==> src/rtl/calc_pkg.sv <==
// ----------------------------------------------------------------------------
// calc_pkg
// Types, codes and helpers shared by the two-operand decimal calculator.
// ----------------------------------------------------------------------------
package calc_pkg;

  localparam int VALUE_BITS   = 32;
  localparam int OPERAND_BITS = 31;
  localparam int RESULT_BITS  = 32;
  localparam int DIV_STEPS    = OPERAND_BITS;
  localparam int CNT_BITS     = $clog2(DIV_STEPS);

  localparam logic [OPERAND_BITS-1:0] OPERAND_MAX = '1;
  localparam logic [RESULT_BITS-1:0]  VALUE_MASK  =
    (VALUE_BITS >= RESULT_BITS) ? {RESULT_BITS{1'b1}}
                                : RESULT_BITS'((64'd1 << VALUE_BITS) - 64'd1);

  localparam logic [7:0] CH_ZERO  = 8'h30;
  localparam logic [7:0] CH_NINE  = 8'h39;
  localparam logic [7:0] CH_PLUS  = 8'h2B;
  localparam logic [7:0] CH_MINUS = 8'h2D;
  localparam logic [7:0] CH_STAR  = 8'h2A;
  localparam logic [7:0] CH_SLASH = 8'h2F;

  localparam logic [1:0] ST_OK     = 2'd0;
  localparam logic [1:0] ST_BAD_OP = 2'd1;
  localparam logic [1:0] ST_DIV0   = 2'd2;

  localparam logic [1:0] OP_ADD = 2'd0;
  localparam logic [1:0] OP_SUB = 2'd1;
  localparam logic [1:0] OP_MUL = 2'd2;
  localparam logic [1:0] OP_DIV = 2'd3;

  typedef enum logic [2:0] {
    S_FIRST,
    S_SECOND,
    S_IGNORE,
    S_EXEC,
    S_DIVIDE,
    S_LOAD
  } state_t;

  typedef struct packed {
    logic [7:0] character;
    logic       last;
  } in_data_t;

  typedef struct packed {
    logic [1:0]              status;
    logic signed [31:0]      value;
    logic [OPERAND_BITS-1:0] left_operand;
    logic [OPERAND_BITS-1:0] right_operand;
    logic [1:0]              operation;
  } out_data_t;

  typedef struct packed {
    logic acc_first;
    logic acc_second;
    logic set_op;
    logic set_bad;
    logic exec;
    logic div_step;
    logic load;
  } cmd_t;

  typedef struct packed {
    logic is_digit;
    logic is_op;
    logic div_run;
  } sts_t;

  // acc * 10 + digit, held at the operand ceiling
  function automatic logic [OPERAND_BITS-1:0] acc_digit(
    input logic [OPERAND_BITS-1:0] acc,
    input logic [3:0]              digit
  );
    logic [OPERAND_BITS+3:0] nxt;
    nxt = {acc, 3'b000} + {2'b00, acc, 1'b0} + {{OPERAND_BITS{1'b0}}, digit};
    if (nxt > {4'b0000, OPERAND_MAX}) begin
      return OPERAND_MAX;
    end
    return nxt[OPERAND_BITS-1:0];
  endfunction

endpackage

==> src/rtl/calc_ctrl.sv <==
// ----------------------------------------------------------------------------
// calc_ctrl
// Parse-phase and sequencing state machine, plus the output valid flag.
// ----------------------------------------------------------------------------
module calc_ctrl (
  input  logic            clk,
  input  logic            rst_n,
  input  logic            in_valid,
  input  logic            in_last,
  output logic            in_ready,
  output logic            out_valid,
  input  logic            out_ready,
  input  calc_pkg::sts_t  sts,
  output calc_pkg::cmd_t  cmd
);

  calc_pkg::state_t               state_r, state_nxt;
  logic [calc_pkg::CNT_BITS-1:0]  cnt_r, cnt_nxt;
  logic                           out_valid_r, out_valid_nxt;
  logic                           in_fire;
  logic                           slot_free;

  assign in_ready  = (state_r == calc_pkg::S_FIRST) || (state_r == calc_pkg::S_SECOND) ||
                     (state_r == calc_pkg::S_IGNORE);
  assign in_fire   = in_valid && in_ready;
  assign slot_free = !out_valid_r || out_ready;
  assign out_valid = out_valid_r;

  always_comb begin
    state_nxt = state_r;
    case (state_r)
      calc_pkg::S_FIRST: begin
        if (in_fire) begin
          if (in_last)           state_nxt = calc_pkg::S_EXEC;
          else if (sts.is_digit) state_nxt = calc_pkg::S_FIRST;
          else if (sts.is_op)    state_nxt = calc_pkg::S_SECOND;
          else                   state_nxt = calc_pkg::S_IGNORE;
        end
      end
      calc_pkg::S_SECOND: begin
        if (in_fire) begin
          if (in_last)            state_nxt = calc_pkg::S_EXEC;
          else if (!sts.is_digit) state_nxt = calc_pkg::S_IGNORE;
        end
      end
      calc_pkg::S_IGNORE: begin
        if (in_fire && in_last) state_nxt = calc_pkg::S_EXEC;
      end
      calc_pkg::S_EXEC: begin
        state_nxt = sts.div_run ? calc_pkg::S_DIVIDE : calc_pkg::S_LOAD;
      end
      calc_pkg::S_DIVIDE: begin
        if (cnt_r == '0) state_nxt = calc_pkg::S_LOAD;
      end
      calc_pkg::S_LOAD: begin
        if (slot_free) state_nxt = calc_pkg::S_FIRST;
      end
      default: state_nxt = calc_pkg::S_FIRST;
    endcase
  end

  always_comb begin
    cmd           = '0;
    cnt_nxt       = cnt_r;
    out_valid_nxt = out_valid_r && !out_ready;
    case (state_r)
      calc_pkg::S_FIRST: begin
        cmd.acc_first = in_fire && sts.is_digit;
        cmd.set_op    = in_fire && sts.is_op;
        // a line that ends before any operator counts as a bad operator
        cmd.set_bad   = in_fire && !sts.is_op && (!sts.is_digit || in_last);
      end
      calc_pkg::S_SECOND: begin
        cmd.acc_second = in_fire && sts.is_digit;
      end
      calc_pkg::S_EXEC: begin
        cmd.exec = 1'b1;
        cnt_nxt  = calc_pkg::CNT_BITS'(calc_pkg::DIV_STEPS - 1);
      end
      calc_pkg::S_DIVIDE: begin
        cmd.div_step = 1'b1;
        cnt_nxt      = cnt_r - 1'b1;
      end
      calc_pkg::S_LOAD: begin
        cmd.load = slot_free;
        if (slot_free) out_valid_nxt = 1'b1;
      end
      default: ;
    endcase
  end

  always_ff @(posedge clk) begin
    if (!rst_n) begin
      state_r     <= calc_pkg::S_FIRST;
      cnt_r       <= '0;
      out_valid_r <= 1'b0;
    end else begin
      state_r     <= state_nxt;
      cnt_r       <= cnt_nxt;
      out_valid_r <= out_valid_nxt;
    end
  end

endmodule

==> src/rtl/calc_dp.sv <==
// ----------------------------------------------------------------------------
// calc_dp
// Operand accumulators, multiplier, restoring divider and result register.
// ----------------------------------------------------------------------------
module calc_dp (
  input  logic                clk,
  input  logic                rst_n,
  input  calc_pkg::in_data_t  in_data,
  input  calc_pkg::cmd_t      cmd,
  output calc_pkg::sts_t      sts,
  output calc_pkg::out_data_t out_data
);

  localparam int OB = calc_pkg::OPERAND_BITS;
  localparam int RB = calc_pkg::RESULT_BITS;

  logic [OB-1:0] first_r;
  logic [OB-1:0] second_r;
  logic [1:0]    op_r;
  logic          bad_r;
  logic [RB-1:0] mul_r;
  logic [OB-1:0] rem_r;
  logic [OB-1:0] quo_r;
  calc_pkg::out_data_t out_r;

  logic [3:0]    digit;
  logic [1:0]    op_code;
  logic          op_hit;
  logic [OB:0]   shifted;
  logic          ge;
  logic [OB:0]   diff;
  logic [RB-1:0] left_x;
  logic [RB-1:0] right_x;
  logic [RB-1:0] raw;
  calc_pkg::out_data_t res;

  assign digit = 4'(in_data.character - calc_pkg::CH_ZERO);
  assign sts.is_digit = (in_data.character >= calc_pkg::CH_ZERO) &&
                        (in_data.character <= calc_pkg::CH_NINE);

  always_comb begin
    op_hit  = 1'b1;
    op_code = calc_pkg::OP_ADD;
    case (in_data.character)
      calc_pkg::CH_PLUS:  op_code = calc_pkg::OP_ADD;
      calc_pkg::CH_MINUS: op_code = calc_pkg::OP_SUB;
      calc_pkg::CH_STAR:  op_code = calc_pkg::OP_MUL;
      calc_pkg::CH_SLASH: op_code = calc_pkg::OP_DIV;
      default:            op_hit  = 1'b0;
    endcase
  end

  assign sts.is_op   = op_hit;
  assign sts.div_run = (op_r == calc_pkg::OP_DIV) && !bad_r && (second_r != '0);

  // one restoring division step per cycle, dividend bits enter MSB first
  assign shifted = {rem_r, quo_r[OB-1]};
  assign ge      = shifted >= {1'b0, second_r};
  assign diff    = shifted - {1'b0, second_r};

  assign left_x  = RB'(first_r);
  assign right_x = RB'(second_r);

  always_comb begin
    case (op_r)
      calc_pkg::OP_ADD: raw = left_x + right_x;
      calc_pkg::OP_SUB: raw = left_x - right_x;
      calc_pkg::OP_MUL: raw = mul_r;
      default:          raw = RB'(quo_r);
    endcase
    res.left_operand  = first_r;
    res.right_operand = second_r;
    res.operation     = op_r;
    res.status        = calc_pkg::ST_OK;
    res.value         = raw & calc_pkg::VALUE_MASK;
    if (bad_r) begin
      res.status        = calc_pkg::ST_BAD_OP;
      res.value         = '0;
      res.right_operand = '0;
      res.operation     = calc_pkg::OP_ADD;
    end else if ((op_r == calc_pkg::OP_DIV) && (second_r == '0)) begin
      res.status = calc_pkg::ST_DIV0;
      res.value  = '0;
    end
  end

  // parse state, cleared on reset and when the result is handed to the output register
  always_ff @(posedge clk) begin
    if (!rst_n || cmd.load) begin
      first_r  <= '0;
      second_r <= '0;
      op_r     <= calc_pkg::OP_ADD;
      bad_r    <= 1'b0;
    end else begin
      if (cmd.acc_first)  first_r  <= calc_pkg::acc_digit(first_r, digit);
      if (cmd.acc_second) second_r <= calc_pkg::acc_digit(second_r, digit);
      if (cmd.set_op)     op_r     <= op_code;
      if (cmd.set_bad)    bad_r    <= 1'b1;
    end
  end

  always_ff @(posedge clk) begin
    if (cmd.exec) begin
      // low word of the product is all the result keeps
      mul_r <= left_x * right_x;
      rem_r <= '0;
      quo_r <= first_r;
    end else if (cmd.div_step) begin
      rem_r <= ge ? diff[OB-1:0] : shifted[OB-1:0];
      quo_r <= {quo_r[OB-2:0], ge};
    end
    if (cmd.load) out_r <= res;
  end

  assign out_data = out_r;

endmodule

==> src/rtl/infix_two_operand_calculator_top.sv <==
// Characters without last are taken back to back while parsing. On the last one, the
// FSM runs S_EXEC, S_DIVIDE when dividing by non-zero, then S_LOAD, which loads the result
// when the output is free. The 31-step restoring divider makes one quotient bit per cycle.
// No new character is taken from the last one until its result is in the output register.
// Reset (rst_n low, synchronous) clears the parse state, the operands and out_valid.
// ----------------------------------------------------------------------------
// infix_two_operand_calculator_top
// Two-operand decimal calculator fed one ASCII character per transfer.
// ----------------------------------------------------------------------------
module infix_two_operand_calculator_top (
  input  logic                clk,
  input  logic                rst_n,
  input  logic                in_valid,
  output logic                in_ready,
  input  calc_pkg::in_data_t  in_data,
  output logic                out_valid,
  input  logic                out_ready,
  output calc_pkg::out_data_t out_data
);

  calc_pkg::cmd_t cmd;
  calc_pkg::sts_t sts;

  calc_ctrl u_ctrl (
    .clk       (clk),
    .rst_n     (rst_n),
    .in_valid  (in_valid),
    .in_last   (in_data.last),
    .in_ready  (in_ready),
    .out_valid (out_valid),
    .out_ready (out_ready),
    .sts       (sts),
    .cmd       (cmd)
  );

  calc_dp u_dp (
    .clk      (clk),
    .rst_n    (rst_n),
    .in_data  (in_data),
    .cmd      (cmd),
    .sts      (sts),
    .out_data (out_data)
  );

endmodule

==> config.mk <==
export PLATFORM = sky130hd
export DESIGN_NAME = infix_two_operand_calculator_top
export DESIGN_NICKNAME = d
export VERILOG_FILES = /design/src/rtl/calc_pkg.sv /design/src/rtl/calc_ctrl.sv /design/src/rtl/calc_dp.sv /design/src/rtl/infix_two_operand_calculator_top.sv
export SDC_FILE = /design/constraint.sdc
export NUM_CORES = 2
export LEC_CHECK = 0
export BUFFER_PORTS_ARGS = -buffer_cell sky130_fd_sc_hd__buf_2
export CORE_MARGIN = 1
export CORE_UTILIZATION = 49
export CTS_CLUSTER_DIAMETER = 150
export DETAILED_ROUTE_END_ITERATION = 7
export GPL_ROUTABILITY_DRIVEN = 0
export GPL_TIMING_DRIVEN = 0
export PLACE_DENSITY = 0.64
export SYNTH_ARGS = -nofsm -noshare
export SYNTH_HDL_FRONTEND = slang
export SYNTH_SLANG_ARGS = --single-unit
==> constraint.sdc <==
create_clock -name clk -period 19.2 [get_ports clk]
set_input_delay 3.84 -clock clk [delete_from_list [all_inputs] [get_ports clk]]
set_output_delay 3.84 -clock clk [all_outputs]
set_load 0.01 [all_outputs]
Yosys cells after proc, flatten, opt, wreduce, memory -nomap -nowiden --
Cells that the tools add are included.
Word-level totals: register bits 266, input bits 13, output and inout port bits 100, logic and storage cells 118
Operators by class: $add $sub $neg 9, $mul 1, order comparisons 5, equal/unequal tests 18, mux-type cells 38, reduce and logical (&&, ||, !) cells 32
Operator list (count):
- 2-to-1 mux 31 bit | 7
- case mux 32 bit (3 select lines) | 1
- adder 34 x 32 -> 35 bit | 2
- adder 35 x 4 -> 35 bit | 2
- > comparator 35 x 31 -> 1 bit, second input constant | 2
- 2-to-1 mux 34 bit | 1
- adder 31 x 31 -> 32 bit | 1
- equality test 8 x 6 -> 1 bit, second input constant | 4
- >= comparator 32 x 31 -> 1 bit | 1
- multiplier 31 x 31 -> 32 bit | 1
- subtractor 31 x 31 -> 32 bit | 1
- logical NOT 31 bit | 1
- nonzero test 31 bit | 1
- subtractor 31 bit | 1
- 2-to-1 mux 3 bit | 9
- case mux 3 bit (6 select lines) | 1
- 2-to-1 mux 1 bit | 15
- logical AND 1 bit | 11
- case mux 5 bit (2 select lines) | 1
- >= comparator 8 x 6 -> 1 bit, second input constant | 1
- <= comparator 8 x 6 -> 1 bit, second input constant | 1
- != test 2 x 1 -> 1 bit, second input constant | 4
- equality test 3 x 2 -> 1 bit, second input constant | 2
- equality test 3 bit, second input constant | 2
- 18 further kinds | 30

Logic depth before layout (Yosys ltp) --
word-level depth 9, mapped depth 28, depth with buffers taken out 26

By module --
From an unflattened synthesis, not the netlist that was laid out.
Second synthesis, totals: cells, all modules 3534, area, all modules 33423.3 µm²
By module, submodules not included:
- calc_dp | instances 1, cells each 3460, area each 32824.0 µm², seq. area each 6756.5 µm²
- calc_ctrl | instances 1, cells each 74, area each 599.3 µm², seq. area each 180.2 µm²

Worst setup path after synthesis --
No wires, ideal clock.
path type input port to flip-flop, start in out_ready, end reg u_dp.first_r[29], library setup time 122 ps, arrival time 9266 ps, setup slack 9812 ps, cell stages on the path 6, cell sequence nor2b_1 nor2_1 nor2_1 clkbuf_1 o21ai_0 a21oi_2
RTL lines:
- from (decl) | RTL line infix_two_operand_calculator_top.sv:17 | input logic out_ready,
- to (signal assigned) | RTL line calc_dp.sv:95 | if (cmd.acc_first) first_r <= calc_pkg::acc_digit(first_r, digit);
- to (decl) | RTL line calc_dp.sv:17 | logic [OB-1:0] first_r;

Worst setup path after layout --
start reg u_dp.first_r[6], end reg u_dp.mul_r[30] (data pin)
On the way: longest elaborated chain between the ends 1
RTL lines:
- multiplier 31 x 31 -> 32 bit | RTL line calc_dp.sv:105 | mul_r <= left_x * right_x;
- to (signal assigned) | RTL line calc_dp.sv:105
- to (decl) | RTL line calc_dp.sv:21 | logic [RB-1:0] mul_r;
No other way between the ends. A chain may end at the register's enable or synchronous reset.

==> flow_summary.yaml <==
outcome:
  status: "finished with violations"
  failed_checks: "DRC"
clock_tree:
  cts_tree: "yes"
  insertion_delay_ns: 0.58
  clock_sinks: 266
  clk_pin_slew_ns: 0.06
  cts_buffer_depth: 3
  cts-root-buf: "clkbuf_16"
  cts.repair.resized: 0
  cts.htree.levels: 2
  cts_buffers: 35
  cts_hold_buf: 0
  post_cts_buffers: 0
global_route:
  grt_max_degree: 33
  grt_antenna_before_repair: 5
  grt_pass1_wl_um: 168000
  grt_usage: 0.334
  grt_overflow: 0
  grt_pass1_vias: 27014
setup_path:
  crit_slowest_cell: "a2111oi_2"
  crit_top_cell: "fa_1"
  critPathRequiredTime_ns: 19.48
  r2r_cells: 23
  crit_buf_inv: 4
  r2r_start: "u_dp.first_r[6]$_SDFFE_PP0P_"
  critPathMaxFanout: 10
  critPathArrivalTime_ns: 10.07
  start_kind: "register"
  setup.worst_path.end_class: "register"
  cp_cell_sequence: "clkbuf_1 -> clkbuf_1 -> and2_1 -> fa_1 -> fa_1 -> inv_1 -> fa_1 -> inv_1 -> fa_1 -> ha_1 -> ha_1 -> fa_1 -> fa_1 -> ha_1 -> a21o_1 -> a21oi_1 -> nand2_1 -> a31oi_1 -> o311a_1 -> nor3_1 -> a2111oi_2 -> o21ai_0 -> xor2_1"
  regToRegSetupSlack_ns: 9.41
  r2r_end: "u_dp.mul_r[30]$_DFFE_PP_"
  cp-startpoint: "u_dp.first_r[6]$_SDFFE_PP0P_"
  max_stage_delay_ns: 0.89
  cpLargestDelayFamily: "adder cells"
  crit_type: "reg -> reg"
power_and_ir_drop:
  pwr-share-clk: 0.242
  p_total_mw: 2.63
  p_leak_nw: 16.2
  peakVddDrop_mv: 0.180
  p_comb_frac: 0.487
  powerDensity_nw_per_um2: 73.6
  p_int_mw: 1.58
  p_sw_mw: 1.05
  seq_power_share: 0.271
  switching_share: 0.400
floorplanning:
  rows: 94
  initial_utilization: 0.498
  die_y_um: 261
  core_area_um2: 66100
  ios: 113
  fp.dieW_um: 261
  die_area_um2: 68200
detailed_routing:
  vias: 27047
  wire_per_inst_um: 24.2
  viasPerCell: 5.88
  dr.pass1.iters: 8
  drtAntennaViolNets: 0
  drc_errors: 21
  drtIter0Drc: 2687
  routed_wl_um: 111000
cells_and_area:
  area_growth_pct: 8.72
  finalInstanceArea_um2: 35800
  register_area_um2: 6940
  drive_gt1_frac: 0.0621
  multi_input_area_um2: 23600
  final_nets: 4447
  fillers: 6146
logic_synthesis:
  syn_inst: 3557
  synth.distinct_cells: 90
  synth.net_count: 4293
  avgSynthCellArea_um2: 9.25
  synth_seq_area_share: 0.211
  synth-edff-count: 161
  ys.warnings.count: 0
  ys_ff_latch: 266
  yosys_most_used_dff: "edfxtp_1"
  netlist_area_um2: 32900
  ys_async_sr_fraction: 0
placement:
  place_area_um2: 34600
  hpwl_um: 85300
  numPortBuffers: 112
  place_worst_setup_slack_ns: 9.74
sta:
  finalHoldViolCount: 0
  relSlewSlack: 0.121
  fmax_mhz: 102
  finalWorstSetupSlack_ns: 9.41
  fin_setup_tns_ns: 0
  fin_crit_ns: 9.79
  min_period_over_period: 0.510
  fin_skew_ns: 0.0249
  setup_viol: 0
  maxSlewViolCount: 0
  tightest_slew_ns: 1.32
  rsz0062_at_grt: "false"
min_path:
  min_from: "u_dp.rem_r[5]$_SDFFE_PP0P_"
  hold_depth: 2
  hold-path-endpoint: "u_dp.rem_r[5]$_SDFFE_PP0P_"
  hp-class: "reg -> reg"
job:
  maxCapViolCount: 0
[final cells by class]
| class | instances | share of cell area |
|---|---|---|
| multi-input cells | 2675 | 0.661 |
| plain buffers | 166 | 0.0186 |
| clock inverters | 19 | 0.00462 |
| clock buffers | 44 | 0.0260 |
| diodes | 1 | 0.0000700 |
| inverters | 450 | 0.0472 |
| flip-flops and latches | 266 | 0.194 |
| well taps | 864 | 0.0302 |
| repair buffers | 117 | 0.0187 |
[tightest hold or removal path, delay by kind of cell (launching register included)]
kind,cells,cell delay (ns)
DFF,1,0.32
AOI/OAI and AO/OA,1,0.06
and+or+nand+nor,1,0.05
[power groups by stage]
stage | Combinational, mW | Clock [mW] | Sequential, mW
floorplan | 0.961 | 0 | 0.712
global placement | 1.25 | 0 | 0.725
detailed placement | 1.25 | 0 | 0.724
CTS | 1.26 | 0.648 | 0.712
global route | 1.39 | 0.668 | 0.718
finish | 1.28 | 0.638 | 0.713
[cell usage after synthesis, types with 5 or more instances]
cell type  count  area [um2]
or3_1         13        81.3
nor2b_1       14        87.6
a211oi_1      35         263
o31ai_1       13        97.6
clkbuf_1     150         563
and2_1       256        1600
or2_2          9        56.3
a21boi_0       6        45.0
ha_1         308        3850
o22ai_1        5        31.3
o21bai_1      11        82.6
and3_1        12        75.1
a31oi_1       18         113
o211ai_1      13        97.6
nor2_1       203         762
nand2_1      420        1580
edfxtp_1     161        4830
nand3_1       31         155
buf_1          5        18.8
o21ai_0      164         821
fa_1         415        8310
a22o_1         5        43.8
a21oi_1      175         876
o31a_1         5        43.8
o2111ai_1      5        43.8
nand4_1        6        37.5
a21o_1        62         465
o21a_1        27         203
a21oi_2       10        87.6
clkinv_1       5        18.8
nand2b_1      27         169
xor2_1        67         587
nor3_1        41         205
xnor2_1      135        1180
dfxtp_1      105        2100
buf_2          6        30.0
mux2_2         6        67.6
mux2i_1       51         510
nor4_1        11        68.8
inv_1        444        1670
a32oi_1       10        87.6
and4_1         5        43.8
[layout by cell type, fill, tap and decap left out, types with 14 or more instances in the layout]
cell type  instances
xnor2_1          135
o21ai_0          164
a211oi_1          35
nand2_1          420
nand2b_1          27
ha_1             308
inv_1            443
and2_1           256
nor3_1            41
clkbuf_1         156
buf_2            118
nor2_1           202
xor2_1            67
a21oi_1          175
a31oi_1           18
fa_1             415
mux2i_1           51
nor2b_1           14
dfxtp_1          105
a21o_1            62
edfxtp_1         161
clkbuf_16         35
o21a_1            27
nand3_1           31
[layer usage]
metal / track usage / up-vias / part of all wire
met4: 0.170 / 2 / 0.060
met5: 0 / - / 0.00016
met2: 0.514 / 1380 / 0.43
met3: 0.0736 / 338 / 0.10
li1: - / 12031 / -
met1: 0.443 / 13296 / 0.40
[worst max-delay path by stage]
stage | endpoint | slack (ns) | cells past startpoint
floorplan | u_dp.first_r[29]$_SDFFE_PP0P_ | 9.81 | 6
global placement | u_dp.first_r[29]$_SDFFE_PP0P_ | 5.51 | 7
detailed placement | u_dp.mul_r[30]$_DFFE_PP_ | 9.74 | 23
CTS | u_dp.mul_r[30]$_DFFE_PP_ | 9.71 | 23
global route | u_dp.mul_r[29]$_DFFE_PP_ | 9.29 | 26
finish | u_dp.mul_r[30]$_DFFE_PP_ | 9.41 | 23
[cells by family (layout without fill, tap and decap cells)]
logic type | Yosys count | in the layout | synth area share
simple gates | 1074 | 1074 | 0.156
fa+ha+maj | 723 | 723 | 0.370
compound gates | 619 | 619 | 0.120
buf+inv | 616 | 796 | 0.0715
flops | 266 | 266 | 0.211
xor+xnor | 202 | 202 | 0.0538
mux | 57 | 57 | 0.0176
other cells | 0 | 1 | 0
[stage by stage]
stage	std cells	hold slack, ns	util
floorplan	3557	0.444	-
global placement	4533	0.470	0.523
detailed placement	4537	0.471	0.524
CTS	4600	0.485	0.541
global route	4601	0.499	0.541
finish	4602	0.483	0.541
[registers in the layout, summed over array words and instances (netlist names)]
name              count
u_dp.rem_r           31
u_dp.mul_r           32
u_ctrl.out_valid      1
u_ctrl.state_r        3
u_dp.bad_r            1
u_dp.quo_r           31
u_dp.first_r         31
u_dp.out_data        98
u_dp.op_r             2
u_dp.second_r        31
u_ctrl.cnt_r          5
Note: power is estimated with default switching activity, not from simulation.
